[src/hw/rtl/assert_macros.svh]
// Assertion helper macros
`ifndef ASSERT_MACROS_SVH
`define ASSERT_MACROS_SVH
// implication checked at every rising clock edge outside reset
`define ASSERT_IMP(label, clk, rst, prop, msg) \
   label: assert property (@(posedge clk) disable iff (rst) (prop)) else $error(msg);
// same, including reset cycles
`define ASSERT_ALWAYS(label, clk, prop, msg) \
   label: assert property (@(posedge clk) (prop)) else $error(msg);
`endif

[src/hw/rtl/mmid_pkg.sv]
// ---------------------------------------------------------------------------
// mmid_pkg: shared types and constants for the mask-match decoder
// Opcode table, mode codes and the decode result record.
// ---------------------------------------------------------------------------
package mmid_pkg;

   localparam logic [4:0] MD_NONE = 5'd0, MD_RD = 5'd1, MD_RDRR = 5'd2, MD_RDRR4 = 5'd3,
      MD_RDRR3 = 5'd4, MD_RDRRW = 5'd5, MD_RPK = 5'd6, MD_RD4K = 5'd7, MD_RDK3 = 5'd8,
      MD_YZK = 5'd9, MD_RDX = 5'd10, MD_RDXINC = 5'd11, MD_RDXDEC = 5'd12, MD_YZ = 5'd13,
      MD_YZINC = 5'd14, MD_YZDEC = 5'd15, MD_Z = 5'd16, MD_ZINC = 5'd17, MD_IOK3 = 5'd18,
      MD_IO = 5'd19, MD_K4 = 5'd20, MD_BRANCH = 5'd21, MD_OFF12 = 5'd22,
      MD_ADDR16 = 5'd23, MD_ADDR22 = 5'd24;

   localparam logic [6:0] MN_RSVD = 7'd0, MN_NOP = 7'd1, MN_MOVW = 7'd2, MN_MULS = 7'd3,
      MN_MULSU = 7'd4, MN_FMUL = 7'd5, MN_FMULS = 7'd6, MN_FMULU = 7'd7, MN_CPC = 7'd8,
      MN_CP = 7'd9, MN_SBC = 7'd10, MN_SUB = 7'd11, MN_ADD = 7'd12, MN_ADC = 7'd13,
      MN_CPSE = 7'd14, MN_AND = 7'd15, MN_EOR = 7'd16, MN_OR = 7'd17, MN_MOV = 7'd18,
      MN_CPI = 7'd19, MN_SBCI = 7'd20, MN_SUBI = 7'd21, MN_ORI = 7'd22, MN_ANDI = 7'd23,
      MN_LD = 7'd24, MN_ST = 7'd25, MN_LPM = 7'd26, MN_ELPM = 7'd27, MN_XCH = 7'd28,
      MN_LAS = 7'd29, MN_LAC = 7'd30, MN_LAT = 7'd31, MN_POP = 7'd32, MN_PUSH = 7'd33,
      MN_COM = 7'd34, MN_NEG = 7'd35, MN_SWAP = 7'd36, MN_INC = 7'd37, MN_ASR = 7'd38,
      MN_LSR = 7'd39, MN_ROR = 7'd40, MN_RET = 7'd41, MN_RETI = 7'd42, MN_SLEEP = 7'd43,
      MN_BREAK = 7'd44, MN_WDR = 7'd45, MN_SPM = 7'd46, MN_DEC = 7'd47, MN_DES = 7'd48,
      MN_JMP = 7'd49, MN_CALL = 7'd50, MN_ADIW = 7'd51, MN_SBIW = 7'd52, MN_CBI = 7'd53,
      MN_SBI = 7'd54, MN_SBIC = 7'd55, MN_SBIS = 7'd56, MN_MUL = 7'd57, MN_IN = 7'd58,
      MN_OUT = 7'd59, MN_LDI = 7'd60, MN_BLD = 7'd61, MN_BST = 7'd62, MN_SBRC = 7'd63,
      MN_SBRS = 7'd64, MN_BRCC = 7'd65, MN_SEC = 7'd81, MN_CLC = 7'd89;

   typedef struct packed {
      logic [15:0] mask;
      logic [15:0] val;
      logic [6:0]  mn;
      logic [4:0]  md;
   } entry_type;

   typedef struct packed {
      logic [15:0] instr_word;
      logic [15:0] next_word;
      logic [15:0] instr_addr;
   } item_type;

   typedef struct packed {
      logic        matched;
      logic [6:0]  mnemonic_code;
      logic [4:0]  mode_code;
   } hit_type;

   typedef struct packed {
      logic        matched;
      logic [6:0]  mnemonic_code;
      logic [4:0]  mode_code;
      logic [1:0]  word_count;
      logic [4:0]  reg_d;
      logic [4:0]  reg_r;
      logic [7:0]  immediate;
      logic [5:0]  io_address;
      logic        ptr_is_y;
      logic        eind_flag;
      logic [22:0] target_addr;
   } result_type;

   function automatic entry_type ent(input logic [15:0] m, input logic [15:0] v,
                                     input logic [6:0] n, input logic [4:0] d);
      entry_type e;
      e.mask = m; e.val = v; e.mn = n; e.md = d;
      return e;
   endfunction

   function automatic entry_type table_entry(input int i);
      entry_type e;
      e = ent(16'h0000, 16'h0001, MN_RSVD, MD_NONE);
      case (i)
         0: e = ent(16'hffff, 16'h0000, MN_NOP, MD_NONE);
         1: e = ent(16'hff00, 16'h0100, MN_MOVW, MD_RDRRW);
         2: e = ent(16'hff00, 16'h0200, MN_MULS, MD_RDRR4);
         3: e = ent(16'hff88, 16'h0300, MN_MULSU, MD_RDRR3);
         4: e = ent(16'hff88, 16'h0308, MN_FMUL, MD_RDRR3);
         5: e = ent(16'hff88, 16'h0380, MN_FMULS, MD_RDRR3);
         6: e = ent(16'hff88, 16'h0388, MN_FMULU, MD_RDRR3);
         7: e = ent(16'hfc00, 16'h0400, MN_CPC, MD_RDRR);
         8: e = ent(16'hfc00, 16'h1400, MN_CP, MD_RDRR);
         9: e = ent(16'hfc00, 16'h0800, MN_SBC, MD_RDRR);
         10: e = ent(16'hfc00, 16'h1800, MN_SUB, MD_RDRR);
         11: e = ent(16'hf800, 16'h0800, MN_ADD, MD_RDRR);
         12: e = ent(16'hf800, 16'h1800, MN_ADC, MD_RDRR);
         13: e = ent(16'hfc00, 16'h1000, MN_CPSE, MD_RDRR);
         14: e = ent(16'hfc00, 16'h2000, MN_AND, MD_RDRR);
         15: e = ent(16'hfc00, 16'h2400, MN_EOR, MD_RDRR);
         16: e = ent(16'hfc00, 16'h2800, MN_OR, MD_RDRR);
         17: e = ent(16'hfc00, 16'h2c00, MN_MOV, MD_RDRR);
         18: e = ent(16'hf000, 16'h3000, MN_CPI, MD_RD4K);
         19: e = ent(16'hf000, 16'h4000, MN_SBCI, MD_RD4K);
         20: e = ent(16'hf000, 16'h5000, MN_SUBI, MD_RD4K);
         21: e = ent(16'hf000, 16'h6000, MN_ORI, MD_RD4K);
         22: e = ent(16'hf000, 16'h7000, MN_ANDI, MD_RD4K);
         23: e = ent(16'hd200, 16'h8000, MN_LD, MD_YZK);
         24: e = ent(16'hd200, 16'h8200, MN_ST, MD_YZK);
         25: e = ent(16'hfe0f, 16'h9000, MN_LD, MD_ADDR16);
         26: e = ent(16'hfe0f, 16'h9200, MN_ST, MD_ADDR16);
         27: e = ent(16'hfe07, 16'h9001, MN_LD, MD_YZINC);
         28: e = ent(16'hfe07, 16'h9201, MN_ST, MD_YZINC);
         29: e = ent(16'hfe07, 16'h9002, MN_LD, MD_YZDEC);
         30: e = ent(16'hfe07, 16'h9202, MN_ST, MD_YZDEC);
         31: e = ent(16'hfe0f, 16'h9004, MN_LPM, MD_YZ);
         32: e = ent(16'hfe0f, 16'h9005, MN_LPM, MD_YZINC);
         33: e = ent(16'hfe0f, 16'h9006, MN_ELPM, MD_YZ);
         34: e = ent(16'hfe0f, 16'h9007, MN_ELPM, MD_YZINC);
         35: e = ent(16'hfe0f, 16'h9204, MN_XCH, MD_YZ);
         36: e = ent(16'hfe0f, 16'h9205, MN_LAS, MD_YZ);
         37: e = ent(16'hfe0f, 16'h9206, MN_LAC, MD_YZ);
         38: e = ent(16'hfe0f, 16'h9207, MN_LAT, MD_YZ);
         39: e = ent(16'hfe0f, 16'h900c, MN_LD, MD_RDX);
         40: e = ent(16'hfe0f, 16'h920c, MN_ST, MD_RDX);
         41: e = ent(16'hfe0f, 16'h900d, MN_LD, MD_RDXINC);
         42: e = ent(16'hfe0f, 16'h920d, MN_ST, MD_RDXINC);
         43: e = ent(16'hfe0f, 16'h900e, MN_LD, MD_RDXDEC);
         44: e = ent(16'hfe0f, 16'h920e, MN_ST, MD_RDXDEC);
         45: e = ent(16'hfe0f, 16'h900f, MN_POP, MD_RD);
         46: e = ent(16'hfe0f, 16'h920f, MN_PUSH, MD_RD);
         47: e = ent(16'hfe0f, 16'h9400, MN_COM, MD_RD);
         48: e = ent(16'hfe0f, 16'h9401, MN_NEG, MD_RD);
         49: e = ent(16'hfe0f, 16'h9402, MN_SWAP, MD_RD);
         50: e = ent(16'hfe0f, 16'h9403, MN_INC, MD_RD);
         51: e = ent(16'hfe0f, 16'h9404, MN_RSVD, MD_NONE);
         52: e = ent(16'hfe0f, 16'h9405, MN_ASR, MD_RD);
         53: e = ent(16'hfe0f, 16'h9406, MN_LSR, MD_RD);
         54: e = ent(16'hfe0f, 16'h9407, MN_ROR, MD_RD);
         55: e = ent(16'hffff, 16'h9408, MN_SEC + 7'd0, MD_NONE);
         56: e = ent(16'hffff, 16'h9418, MN_SEC + 7'd1, MD_NONE);
         57: e = ent(16'hffff, 16'h9428, MN_SEC + 7'd2, MD_NONE);
         58: e = ent(16'hffff, 16'h9438, MN_SEC + 7'd3, MD_NONE);
         59: e = ent(16'hffff, 16'h9448, MN_SEC + 7'd4, MD_NONE);
         60: e = ent(16'hffff, 16'h9458, MN_SEC + 7'd5, MD_NONE);
         61: e = ent(16'hffff, 16'h9468, MN_SEC + 7'd6, MD_NONE);
         62: e = ent(16'hffff, 16'h9478, MN_SEC + 7'd7, MD_NONE);
         63: e = ent(16'hffff, 16'h9488, MN_CLC + 7'd0, MD_NONE);
         64: e = ent(16'hffff, 16'h9498, MN_CLC + 7'd1, MD_NONE);
         65: e = ent(16'hffff, 16'h94a8, MN_CLC + 7'd2, MD_NONE);
         66: e = ent(16'hffff, 16'h94b8, MN_CLC + 7'd3, MD_NONE);
         67: e = ent(16'hffff, 16'h94c8, MN_CLC + 7'd4, MD_NONE);
         68: e = ent(16'hffff, 16'h94d8, MN_CLC + 7'd5, MD_NONE);
         69: e = ent(16'hffff, 16'h94e8, MN_CLC + 7'd6, MD_NONE);
         70: e = ent(16'hffff, 16'h94f8, MN_CLC + 7'd7, MD_NONE);
         71: e = ent(16'hffff, 16'h9508, MN_RET, MD_NONE);
         72: e = ent(16'hffff, 16'h9518, MN_RETI, MD_NONE);
         73: e = ent(16'hffef, 16'h9528, MN_RSVD, MD_NONE);
         74: e = ent(16'hffcf, 16'h9548, MN_RSVD, MD_NONE);
         75: e = ent(16'hffff, 16'h9588, MN_SLEEP, MD_NONE);
         76: e = ent(16'hffff, 16'h9598, MN_BREAK, MD_NONE);
         77: e = ent(16'hffff, 16'h95a8, MN_WDR, MD_NONE);
         78: e = ent(16'hffff, 16'h95b8, MN_RSVD, MD_NONE);
         79: e = ent(16'hffff, 16'h95c8, MN_LPM, MD_NONE);
         80: e = ent(16'hffff, 16'h95d8, MN_ELPM, MD_NONE);
         81: e = ent(16'hffff, 16'h95e8, MN_SPM, MD_NONE);
         82: e = ent(16'hffff, 16'h95f8, MN_SPM, MD_ZINC);
         83: e = ent(16'hffef, 16'h9409, MN_JMP, MD_Z);
         84: e = ent(16'hffef, 16'h9509, MN_CALL, MD_Z);
         85: e = ent(16'hfe0f, 16'h940a, MN_DEC, MD_RD);
         86: e = ent(16'hff0f, 16'h940b, MN_DES, MD_K4);
         87: e = ent(16'hfe0e, 16'h940c, MN_JMP, MD_ADDR22);
         88: e = ent(16'hfe0e, 16'h940e, MN_CALL, MD_ADDR22);
         89: e = ent(16'hff00, 16'h9600, MN_ADIW, MD_RPK);
         90: e = ent(16'hff00, 16'h9700, MN_SBIW, MD_RPK);
         91: e = ent(16'hff00, 16'h9800, MN_CBI, MD_IOK3);
         92: e = ent(16'hff00, 16'h9a00, MN_SBI, MD_IOK3);
         93: e = ent(16'hff00, 16'h9900, MN_SBIC, MD_IOK3);
         94: e = ent(16'hff00, 16'h9b00, MN_SBIS, MD_IOK3);
         95: e = ent(16'hfc00, 16'h9c00, MN_MUL, MD_RDRR);
         96: e = ent(16'hf800, 16'hb000, MN_IN, MD_IO);
         97: e = ent(16'hf800, 16'hb800, MN_OUT, MD_IO);
         98: e = ent(16'hf000, 16'hc000, MN_JMP, MD_OFF12);
         99: e = ent(16'hf000, 16'hd000, MN_CALL, MD_OFF12);
         100: e = ent(16'hf000, 16'he000, MN_LDI, MD_RD4K);
         101: e = ent(16'hfc07, 16'hf400, MN_BRCC + 7'd0, MD_BRANCH);
         102: e = ent(16'hfc07, 16'hf000, MN_BRCC + 7'd1, MD_BRANCH);
         103: e = ent(16'hfc07, 16'hf401, MN_BRCC + 7'd2, MD_BRANCH);
         104: e = ent(16'hfc07, 16'hf001, MN_BRCC + 7'd3, MD_BRANCH);
         105: e = ent(16'hfc07, 16'hf402, MN_BRCC + 7'd4, MD_BRANCH);
         106: e = ent(16'hfc07, 16'hf002, MN_BRCC + 7'd5, MD_BRANCH);
         107: e = ent(16'hfc07, 16'hf403, MN_BRCC + 7'd6, MD_BRANCH);
         108: e = ent(16'hfc07, 16'hf003, MN_BRCC + 7'd7, MD_BRANCH);
         109: e = ent(16'hfc07, 16'hf404, MN_BRCC + 7'd8, MD_BRANCH);
         110: e = ent(16'hfc07, 16'hf004, MN_BRCC + 7'd9, MD_BRANCH);
         111: e = ent(16'hfc07, 16'hf405, MN_BRCC + 7'd10, MD_BRANCH);
         112: e = ent(16'hfc07, 16'hf005, MN_BRCC + 7'd11, MD_BRANCH);
         113: e = ent(16'hfc07, 16'hf406, MN_BRCC + 7'd12, MD_BRANCH);
         114: e = ent(16'hfc07, 16'hf006, MN_BRCC + 7'd13, MD_BRANCH);
         115: e = ent(16'hfc07, 16'hf407, MN_BRCC + 7'd14, MD_BRANCH);
         116: e = ent(16'hfc07, 16'hf007, MN_BRCC + 7'd15, MD_BRANCH);
         117: e = ent(16'hfe08, 16'hf800, MN_BLD, MD_RDK3);
         118: e = ent(16'hfe08, 16'hfa00, MN_BST, MD_RDK3);
         119: e = ent(16'hfe08, 16'hfc00, MN_SBRC, MD_RDK3);
         120: e = ent(16'hfe08, 16'hfe00, MN_SBRS, MD_RDK3);
         121: e = ent(16'hf808, 16'hf808, MN_RSVD, MD_NONE);
         122: e = ent(16'hf800, 16'ha800, MN_ST, MD_RD4K);
         123: e = ent(16'hf800, 16'ha000, MN_LD, MD_RD4K);
         default: e = ent(16'h0000, 16'h0001, MN_RSVD, MD_NONE);
      endcase
      return e;
   endfunction

   localparam int NumEntries = 124;

endpackage

[src/hw/rtl/mmid_match.sv]
// ---------------------------------------------------------------------------
// mmid_match: two-stage first-match search over the opcode table
// Stage 1 compares all entries and registers the hit vector;
// stage 2 picks the first entry that hit, in table order.
// ---------------------------------------------------------------------------
module mmid_match (
   input  logic                clock,
   input  logic                reset,
   input  logic                advance,
   input  logic                in_valid,
   input  mmid_pkg::item_type  in_item,
   output logic                out_valid,
   output mmid_pkg::item_type  out_item,
   output mmid_pkg::hit_type   out_hit
);
   import mmid_pkg::*;

   logic [NumEntries-1:0] hits_in, hits_ff;
   logic                  v1_ff, v2_ff;
   item_type              item1_ff, item2_ff;
   hit_type               hit_in, hit_ff;

   always_comb begin
      entry_type e;
      for (int i = 0; i < NumEntries; i++) begin
         e = table_entry(i);
         hits_in[i] = ((in_item.instr_word & e.mask) == e.val);
      end
   end

   // priority select: first entry with a hit
   always_comb begin
      logic found;
      entry_type e;
      found  = 1'b0;
      hit_in = '0;
      for (int i = 0; i < NumEntries; i++) begin
         e = table_entry(i);
         if (!found && hits_ff[i]) begin
            found = 1'b1;
            hit_in.matched       = 1'b1;
            hit_in.mnemonic_code = e.mn;
            hit_in.mode_code     = e.md;
         end
      end
   end

   always_ff @(posedge clock) begin
      if (reset) begin
         v1_ff <= 1'b0;
         v2_ff <= 1'b0;
      end else if (advance) begin
         v1_ff <= in_valid;
         v2_ff <= v1_ff;
      end
   end

   always_ff @(posedge clock) begin
      if (advance) begin
         hits_ff  <= hits_in;
         item1_ff <= in_item;
         hit_ff   <= hit_in;
         item2_ff <= item1_ff;
      end
   end

   assign out_valid = v2_ff;
   assign out_item  = item2_ff;
   assign out_hit   = hit_ff;
endmodule

[src/hw/rtl/mmid_fields.sv]
// ---------------------------------------------------------------------------
// mmid_fields: operand field extraction and target address, one stage
// ---------------------------------------------------------------------------
module mmid_fields (
   input  logic                 clock,
   input  logic                 reset,
   input  logic                 advance,
   input  logic                 in_valid,
   input  mmid_pkg::item_type   in_item,
   input  mmid_pkg::hit_type    in_hit,
   output logic                 out_valid,
   output mmid_pkg::result_type out_res
);
   import mmid_pkg::*;

   result_type res_in, res_ff;
   logic       valid_ff;
   logic [15:0] w, pc, off7, off12;

   always_comb begin
      w     = in_item.instr_word;
      pc    = in_item.instr_addr;
      off7  = {{8{w[9]}}, w[9:3], 1'b0};
      off12 = {{3{w[11]}}, w[11:0], 1'b0};
      res_in = '0;
      res_in.word_count    = 2'd1;
      res_in.matched       = in_hit.matched;
      res_in.mnemonic_code = in_hit.mnemonic_code;
      res_in.mode_code     = in_hit.mode_code;
      if (in_hit.matched) begin
         case (in_hit.mode_code)
            MD_RD, MD_RDX, MD_RDXINC, MD_RDXDEC: res_in.reg_d = w[8:4];
            MD_YZ, MD_YZINC, MD_YZDEC: begin
               res_in.reg_d = w[8:4];
               res_in.ptr_is_y = w[3];
            end
            MD_RDRR: begin
               res_in.reg_d = w[8:4];
               res_in.reg_r = {w[9], w[3:0]};
            end
            MD_RDRR4, MD_RDRRW: begin
               res_in.reg_d = {1'b0, w[7:4]};
               res_in.reg_r = {1'b0, w[3:0]};
            end
            MD_RDRR3: begin
               res_in.reg_d = {2'b0, w[6:4]};
               res_in.reg_r = {2'b0, w[2:0]};
            end
            MD_RPK: begin
               res_in.reg_d = {3'b0, w[5:4]};
               res_in.immediate = {2'b0, w[7:6], w[3:0]};
            end
            MD_RD4K: begin
               res_in.reg_d = {1'b0, w[7:4]};
               res_in.immediate = {w[11:8], w[3:0]};
            end
            MD_RDK3: begin
               res_in.reg_d = w[8:4];
               res_in.immediate = {5'b0, w[2:0]};
            end
            MD_YZK: begin
               res_in.reg_d = w[8:4];
               res_in.immediate = {2'b0, w[13], w[11:10], w[2:0]};
               res_in.ptr_is_y = w[3];
            end
            MD_Z: res_in.eind_flag = w[4];
            MD_IOK3: begin
               res_in.immediate = {5'b0, w[2:0]};
               res_in.io_address = {1'b0, w[7:3]};
            end
            MD_IO: begin
               res_in.reg_d = w[8:4];
               res_in.io_address = {w[10:9], w[3:0]};
            end
            MD_K4: res_in.immediate = {4'b0, w[7:4]};
            MD_BRANCH: res_in.target_addr = {7'b0, pc + off7 + 16'd2};
            MD_OFF12: res_in.target_addr = {7'b0, pc + off12 + 16'd2};
            MD_ADDR16: begin
               res_in.word_count = 2'd2;
               res_in.target_addr = {7'b0, in_item.next_word};
            end
            MD_ADDR22: begin
               res_in.word_count = 2'd2;
               res_in.target_addr = {w[8:4], w[0], in_item.next_word, 1'b0};
            end
            default: ;
         endcase
      end
   end

   always_ff @(posedge clock) begin
      if (reset) valid_ff <= 1'b0;
      else if (advance) valid_ff <= in_valid;
   end

   always_ff @(posedge clock) begin
      if (advance) res_ff <= res_in;
   end

   assign out_valid = valid_ff;
   assign out_res   = res_ff;
endmodule

[src/hw/rtl/mask_match_instruction_decoder_top.sv]
// An accepted req word is registered in the match, select and fields stages on its way to rsp_tvalid.
// Throughput: one word per cycle while the rsp side is not stalled; the three-stage match/select/extract pipe sets it.
// A stalled rsp side freezes the whole pipe; no word is lost or repeated.
// Reset: synchronous, active high, clears the stage valid bits only.
// ---------------------------------------------------------------------------
// mask_match_instruction_decoder_top: pipelined mask/value opcode decoder
// Decodes one instruction word against the opcode table per cycle while the rsp side is not stalled.
// ---------------------------------------------------------------------------
`include "assert_macros.svh"
module mask_match_instruction_decoder_top (
   input  logic        clock,
   input  logic        reset,
   input  logic        req_tvalid,
   output logic        req_tready,
   // instr_word[15:0], next_word[31:16], instr_addr[47:32]
   input  logic [47:0] req_tdata,
   output logic        rsp_tvalid,
   input  logic        rsp_tready,
   // matched[0], mnemonic_code[7:1], mode_code[12:8], word_count[14:13],
   // reg_d[19:15], reg_r[24:20], immediate[32:25], io_address[38:33],
   // ptr_is_y[39], eind_flag[40], target_addr[63:41]
   output logic [63:0] rsp_tdata
);
   import mmid_pkg::*;

   logic       advance;
   item_type   item_in, item_m;
   hit_type    hit_m;
   logic       valid_m;
   result_type res;

   // pipe moves when the output slot is empty or being drained
   assign advance    = !rsp_tvalid || rsp_tready;
   assign req_tready = advance;

   assign item_in.instr_word = req_tdata[15:0];
   assign item_in.next_word  = req_tdata[31:16];
   assign item_in.instr_addr = req_tdata[47:32];

   mmid_match u_match (
      .clock(clock), .reset(reset), .advance(advance),
      .in_valid(req_tvalid), .in_item(item_in),
      .out_valid(valid_m), .out_item(item_m), .out_hit(hit_m)
   );

   mmid_fields u_fields (
      .clock(clock), .reset(reset), .advance(advance),
      .in_valid(valid_m), .in_item(item_m), .in_hit(hit_m),
      .out_valid(rsp_tvalid), .out_res(res)
   );

   assign rsp_tdata = {res.target_addr, res.eind_flag, res.ptr_is_y, res.io_address,
                       res.immediate, res.reg_r, res.reg_d, res.word_count,
                       res.mode_code, res.mnemonic_code, res.matched};

   `ASSERT_IMP(a_hold, clock, reset, rsp_tvalid && !rsp_tready |=> $stable(rsp_tdata), "rsp held")
   `ASSERT_IMP(a_nomatch, clock, reset, rsp_tvalid && !rsp_tdata[0] |-> rsp_tdata[63:1] == 63'd4096, "unmatched nonzero")
   `ASSERT_IMP(a_len, clock, reset, rsp_tvalid |-> (rsp_tdata[14:13] == 2'd2) == (rsp_tdata[12:8] == MD_ADDR16 || rsp_tdata[12:8] == MD_ADDR22), "word count")
endmodule
[config.mk]
export PLATFORM = sky130hd
export DESIGN_NAME = mask_match_instruction_decoder_top
export DESIGN_NICKNAME = d
export VERILOG_FILES = /design/src/hw/rtl/mmid_pkg.sv /design/src/hw/rtl/mmid_match.sv /design/src/hw/rtl/mmid_fields.sv /design/src/hw/rtl/mask_match_instruction_decoder_top.sv
export VERILOG_INCLUDE_DIRS = /design/src /design/src/hw/rtl
export SDC_FILE = /design/constraint.sdc
export NUM_CORES = 1
export LEC_CHECK = 0
export ABC_AREA = 1
export BUFFER_PORTS_ARGS = -buffer_cell sky130_fd_sc_hd__buf_2
export CAP_MARGIN = 25
export CORE_MARGIN = 2
export CORE_UTILIZATION = 32
export CTS_CLUSTER_SIZE = 16
export DETAILED_ROUTE_END_ITERATION = 6
export SKIP_LAST_GASP = 1
export SYNTH_ARGS = -nofsm -noshare
export SYNTH_HDL_FRONTEND = slang
export SYNTH_SLANG_ARGS = --single-unit
[constraint.sdc]
create_clock -name clock -period 8.5 [get_ports clock]
set_input_delay 0.85 -clock clock [delete_from_list [all_inputs] [get_ports clock]]
set_output_delay 0.85 -clock clock [all_outputs]
set_load 0.01 [all_outputs]
### Word-level counts from Yosys, hierarchy flattened

Index checks and enable logic that the tools add are counted.

* eq/ne operators: 146
* reduce and logical (&&, ||, !) cells: 262
* add/sub/neg operators: 4
* muxes and demuxes: 252

Operator list (number)
* two-way mux 12 bit: 120
* == test 16 bit, second input constant: 26
* == test 11 bit, second input constant: 27
* == test 9 bit, second input constant: 16
* logical NOT 1 bit: 124
* logical AND 1 bit: 123
* two-way mux 1 bit: 123
* OR reduction 123 bit: 1
* case mux 23 bit (4 select lines): 1
* == test 8 bit, second input constant: 10
* == test 10 bit, second input constant: 6
* == test 5 bit, second input constant: 12
* == test 15 bit, second input constant: 3
* == test 10 x 4 -> 1 bit, second input constant: 4
* == test 5 x 4 -> 1 bit, second input constant: 8
* case mux 8 bit (5 select lines): 1
* adder 16 bit: 2
* adder 16 x 2 -> 16 bit, second input constant: 2
* == test 6 x 4 -> 1 bit, second input constant: 4
* == test 4 bit, second input constant: 5
* == test 5 x 3 -> 1 bit, second input constant: 4
* case mux 5 bit (4 select lines): 1
* == test 6 x 3 -> 1 bit, second input constant: 3
* == test 4 x 3 -> 1 bit, second input constant: 4
* 24 further kinds: 34

* input bits: 52
* output and inout bits: 66
* register bits after elaboration: 296
* word-level logic and storage cells: 693

### Logic depth before layout (Yosys ltp)

* word-level depth: 370
* depth in mapped cells: 66
* gate-level depth less buffers: 66

### Cells and area by module

Synthesis repeated with hierarchy kept, for this count alone.

* cell total of the unflattened synthesis: 1591
* area total of the unflattened synthesis: 15607.5 µm²

Modules (own cells, without submodules)
* mmid_match: instances 1, sequential area each 7036.7 µm², area each 10710.3 µm², cells each 979
* mmid_fields: instances 1, sequential area each 1941.9 µm², area each 4889.7 µm², cells each 610
* mask_match_instruction_decoder_top: instances 1, sequential area each 0.0 µm², area each 7.5 µm², cells each 2

### Worst setup path after synthesis

Ideal clock, no wire load.

* path kind: input port to output port
* start: input port rsp_tready
* end: output port req_tready
* required time: 7.650 ns
* cell stages on the path: 2
* path buffers: 0
* arrival: 6.622 ns
* slack: 1.028 ns
* path through: nor2_1 inv_1

* cells in the longest elaborated chain, start to end: 1

Ends and longest elaborated chain
* from (decl): line mask_match_instruction_decoder_top.sv:18 `input logic rsp_tready,`
* logical OR 1 bit: line mask_match_instruction_decoder_top.sv:33 `assign advance = !rsp_tvalid || rsp_tready;`
* to (decl): line mask_match_instruction_decoder_top.sv:14 `output logic req_tready,`

No other way between the ends.

### Worst setup path in the final report

* start: register u_match.hits_ff[0]
* end: register u_match.hit_ff, in the netlist u_match.out_hit[2], data pin

* cells in the longest elaborated chain, start to end: 370
* elaborated cells between the ends (all ways): 491
* those cells by class: mux (244); reduce/logical (247)

Ends and longest elaborated chain
* from (decl): line mmid_match.sv:18 `logic [NumEntries-1:0] hits_in, hits_ff;`
* from (signal assigned): line mmid_match.sv:60 `hits_ff <= hits_in;`
* two-way mux 1 bit *: line mmid_match.sv:39 `if (!found && hits_ff[i]) begin`
* logical NOT 1 bit: line mmid_match.sv:39
* logical AND 1 bit: line mmid_match.sv:39
* two-way mux 1 bit: line mmid_match.sv:39
* logical NOT 1 bit: line mmid_match.sv:39
* logical AND 1 bit: line mmid_match.sv:39
* two-way mux 1 bit: line mmid_match.sv:39
* logical NOT 1 bit: line mmid_match.sv:39
* [... 354 more ...]
* logical AND 1 bit: line mmid_match.sv:39
* two-way mux 1 bit: line mmid_match.sv:39
* logical NOT 1 bit: line mmid_match.sv:39
* logical AND 1 bit: line mmid_match.sv:39
* two-way mux 1 bit: line mmid_match.sv:39
* logical NOT 1 bit: line mmid_match.sv:39
* logical AND 1 bit: line mmid_match.sv:39
* OR reduction 2 bit (no line)
* to (signal assigned): line mmid_match.sv:62 `hit_ff <= hit_in;`
* to (decl): line mmid_match.sv:21 `hit_type hit_in, hit_ff;`

Mark *: on every way between the ends. The rest lies on a longest branch, timed or not.
A chain may end at the register's enable or synchronous reset.

==> metrics <==
outcome=complete, no violations; port bufs=about 120; Reg clk slew, reported paths=0.06 ns; worst-skew pair later-pin latency=between 0.5 and 0.6 ns; via/cell ratio=around 5; Die Width=about 220 um; max incr delay on CP=0.44 ns; Detail Route Antenna Nets=0; dpl cells=around 2200; fin crit share=a little over nine tenths; most common cell after layout, fill and taps aside=edfxtp_1; asr flop ratio synth=0%; initial antenna violation count=3; hold path depth=0; unrepaired setup endpoints after global routing=true; max cap viols=0; syn_nets=1577; hold path endpoint=u_match.out_item[34]$_DFFE_PP_; vias in the first global route=around 11000; CTS tree=done; P_leak=around 7.5 nW; GRT Util Overall=between 15 and 20%; Slew @ Worst Pin=0.961 ns; gpl congestion=roughly 0.9; Reg2Reg Depth=60; Tmin final=between 8 and 9 ns; DRT iter0 DRCs=947; top_reg_cell synth=edfxtp_1; CP Max Fanout=4; Area contributors post-synth=edfxtp_1, inv_1, nor2_1; DIE AREA=about 48000 um2; Slew HR=about 36%; Ports=around 120; critical path arrival=roughly 8.5 ns; routed len/inst=about 16 um; post-synth top area cell=edfxtp_1; clk sinks=294; Final setup violation count=0; Post-Syn Instances=1470; Post-Syn Area=between 10000 and 15000 um2; Fin. Hold Viols=0; synth warn=0; Distinct cells, synth=52; H-tree Lvls=2; Avg Inst Size Synth=10.1 um2; commonest non-fill, non-tap cells in the layout=edfxtp_1, inv_1, nor2_1; HPWL after DPL=roughly 27000 um; RR Startpoint=u_match.hits_ff[0]$_DFFE_PP_; worst hold path class=flip-flop to flip-flop; largest net degree at the start of global routing=160; Synth Register Bits=slightly below 300; hold_ws=slightly above 0.4 ns; final core occ=between 30% and 40%; cts-stage hold buffer count=0; GR Overflow Total=0; DR vias=about 11000; TritonCTS Buffers=35; slowest stage cell, crit path=edfxtp_1; root buf cell=clkbuf_16; Layout fillers=approximately 4400; Max clock buf depth=3; Initial DRT Pass Iterations=5; dpl ws=0.482 ns; Final Skew=between 0.015 and 0.02 ns; Multi-input gate area=a little over 5000 um2; crit end category=flip-flop; final setup margin=approximately 0.42 ns; initial core utilization=about 33%; Seq/Total Area, Yosys=approximately three fifths; share of layout cells above drive strength 1=15.5%; die height=between 200 and 250 um; Post-synth EDFFs=291; drc violations=0; nets@finish=around 1700; Final Non-Filler Cells=approximately 2300; DRT Wirelength=37400 um; Hold Crit Start=u_match.item1_ff[34]$_DFFE_PP_; # diodes=0; f_max=124 MHz; Syn-to-layout area delta=19.4%; R2R Setup Slk=around 0.42 ns; Sequential Area=about 9000 um2; VDD IR max=around 0.00016 V; Power Density=~230 nW/um2; Worst R2R End=u_match.out_hit[2]$_SDFFCE_PP1P_; Critical Path Start Type=flip-flop; row cnt=78; max-slew violation count=0; Yosys top cell area share=between 50% and 60%; crit-path most repeated cell=nor2_4; core area=roughly 46000 um2; kind of critical path=flip-flop to flip-flop; CP required=~9 ns; first-pass GRT wire length=roughly 57000 um
## cells in the mapped netlist (5+ instances only)
library cell,number
edfxtp_1,291
inv_1,276
nor2_1,259
nand2_1,162
nor3_1,58
nand3_1,56
ha_1,53
o21ai_0,50
nand4_1,38
a21oi_1,29
nor2_2,17
nor4_1,17
o22ai_1,17
nand4_2,12
nor2_4,12
clkbuf_1,11
o31ai_1,8
o41ai_1,7
a211oi_1,6
nand3b_1,6
nand4_4,6
o32ai_1,6
clkinv_1,5
o2111ai_1,5
o211ai_1,5
## per-stage QoR
stage / cell area, um2 / power, mW / TNS [ns]
detailed placement: 16200 / 2.44 / 0
floorplan: 14900 / 2.22 / 0
global placement: 16200 / 2.43 / 0
global route: 17800 / 4.21 / -1.83
CTS: 17400 / 4.04 / 0
finish: 17800 / 4.02 / 0
## worst max path at each step
stage,start,end,slack (ns),depth (start not counted)
floorplan,rsp_tready,req_tready,1.03,2
global placement,u_match.hits_ff[0]$_DFFE_PP_,u_match.out_hit[12]$_SDFFCE_PP1P_,0.86,58
detailed placement,u_match.hits_ff[0]$_DFFE_PP_,u_match.out_hit[8]$_SDFFCE_PP1P_,0.48,59
CTS,u_match.hits_ff[0]$_DFFE_PP_,u_match.out_hit[8]$_SDFFCE_PP1P_,0.43,59
global route,u_match.hits_ff[0]$_DFFE_PP_,u_match.out_hit[4]$_SDFFCE_PP0P_,-0.20,60
finish,u_match.hits_ff[0]$_DFFE_PP_,u_match.out_hit[2]$_SDFFCE_PP1P_,0.42,60
## kinds of logic after synthesis
family / synth area share [%]
buffers and inverters: 7.42
and+or+nand+nor: 21.6
DFF: 59.2
AOI/OAI and AO/OA: 6.81
adders and majority gates: 4.73
xor gates and xnor gates: 0.294
## sequential cells by signal, indices dropped and copies added, names as in the netlist
name                cells
u_match.hits_ff       124
u_fields.out_res       64
u_match.out_hit        13
u_fields.out_valid      1
u_match.out_item       45
u_match.item1_ff       45
u_match.out_valid       1
u_match.v1_ff           1
## layer usage
| metal | vias up | part of all wire [%] | track usage [%] |
|---|---|---|---|
| li1 | 5420 | - | - |
| met1 | 5218 | 45 | 20.8 |
| met2 | 396 | 45 | 24.5 |
| met3 | 67 | 7.3 | 3.59 |
| met4 | 6 | 2.5 | 4.85 |
| met5 | - | 0.10 | 0 |
## cell type report
class | count | share of cell area, %
well taps | 600 | 4.23
clock inverters | 26 | 1.80
inverters | 282 | 6.01
flip-flops and latches | 294 | 49.6
repair buffers | 144 | 4.55
clock buffers | 38 | 5.12
multi-input cells | 882 | 28.7
## critical path, delay by kind of cell, from the launching register on
family / cells / cell delay [ns]
AOI/OAI and AO/OA: 1 / 0.26
buffers and inverters: 2 / 0.18
DFF: 1 / 0.44
and+or+nand+nor: 57 / 7.04
## timing repair
action                                  4_1_cts  5_1_grt
setup buffers                                 0       23
gates resized for setup                       0       20
endpoints found under the setup margin        0       13
## power breakdown
group          internal, mW  switching, mW  leakage (nW)
logic                 0.233          0.395          3.56
clock network         0.989          0.593         0.601
registers              1.74         0.0727          3.36
(Power assumes the default switching activity.)
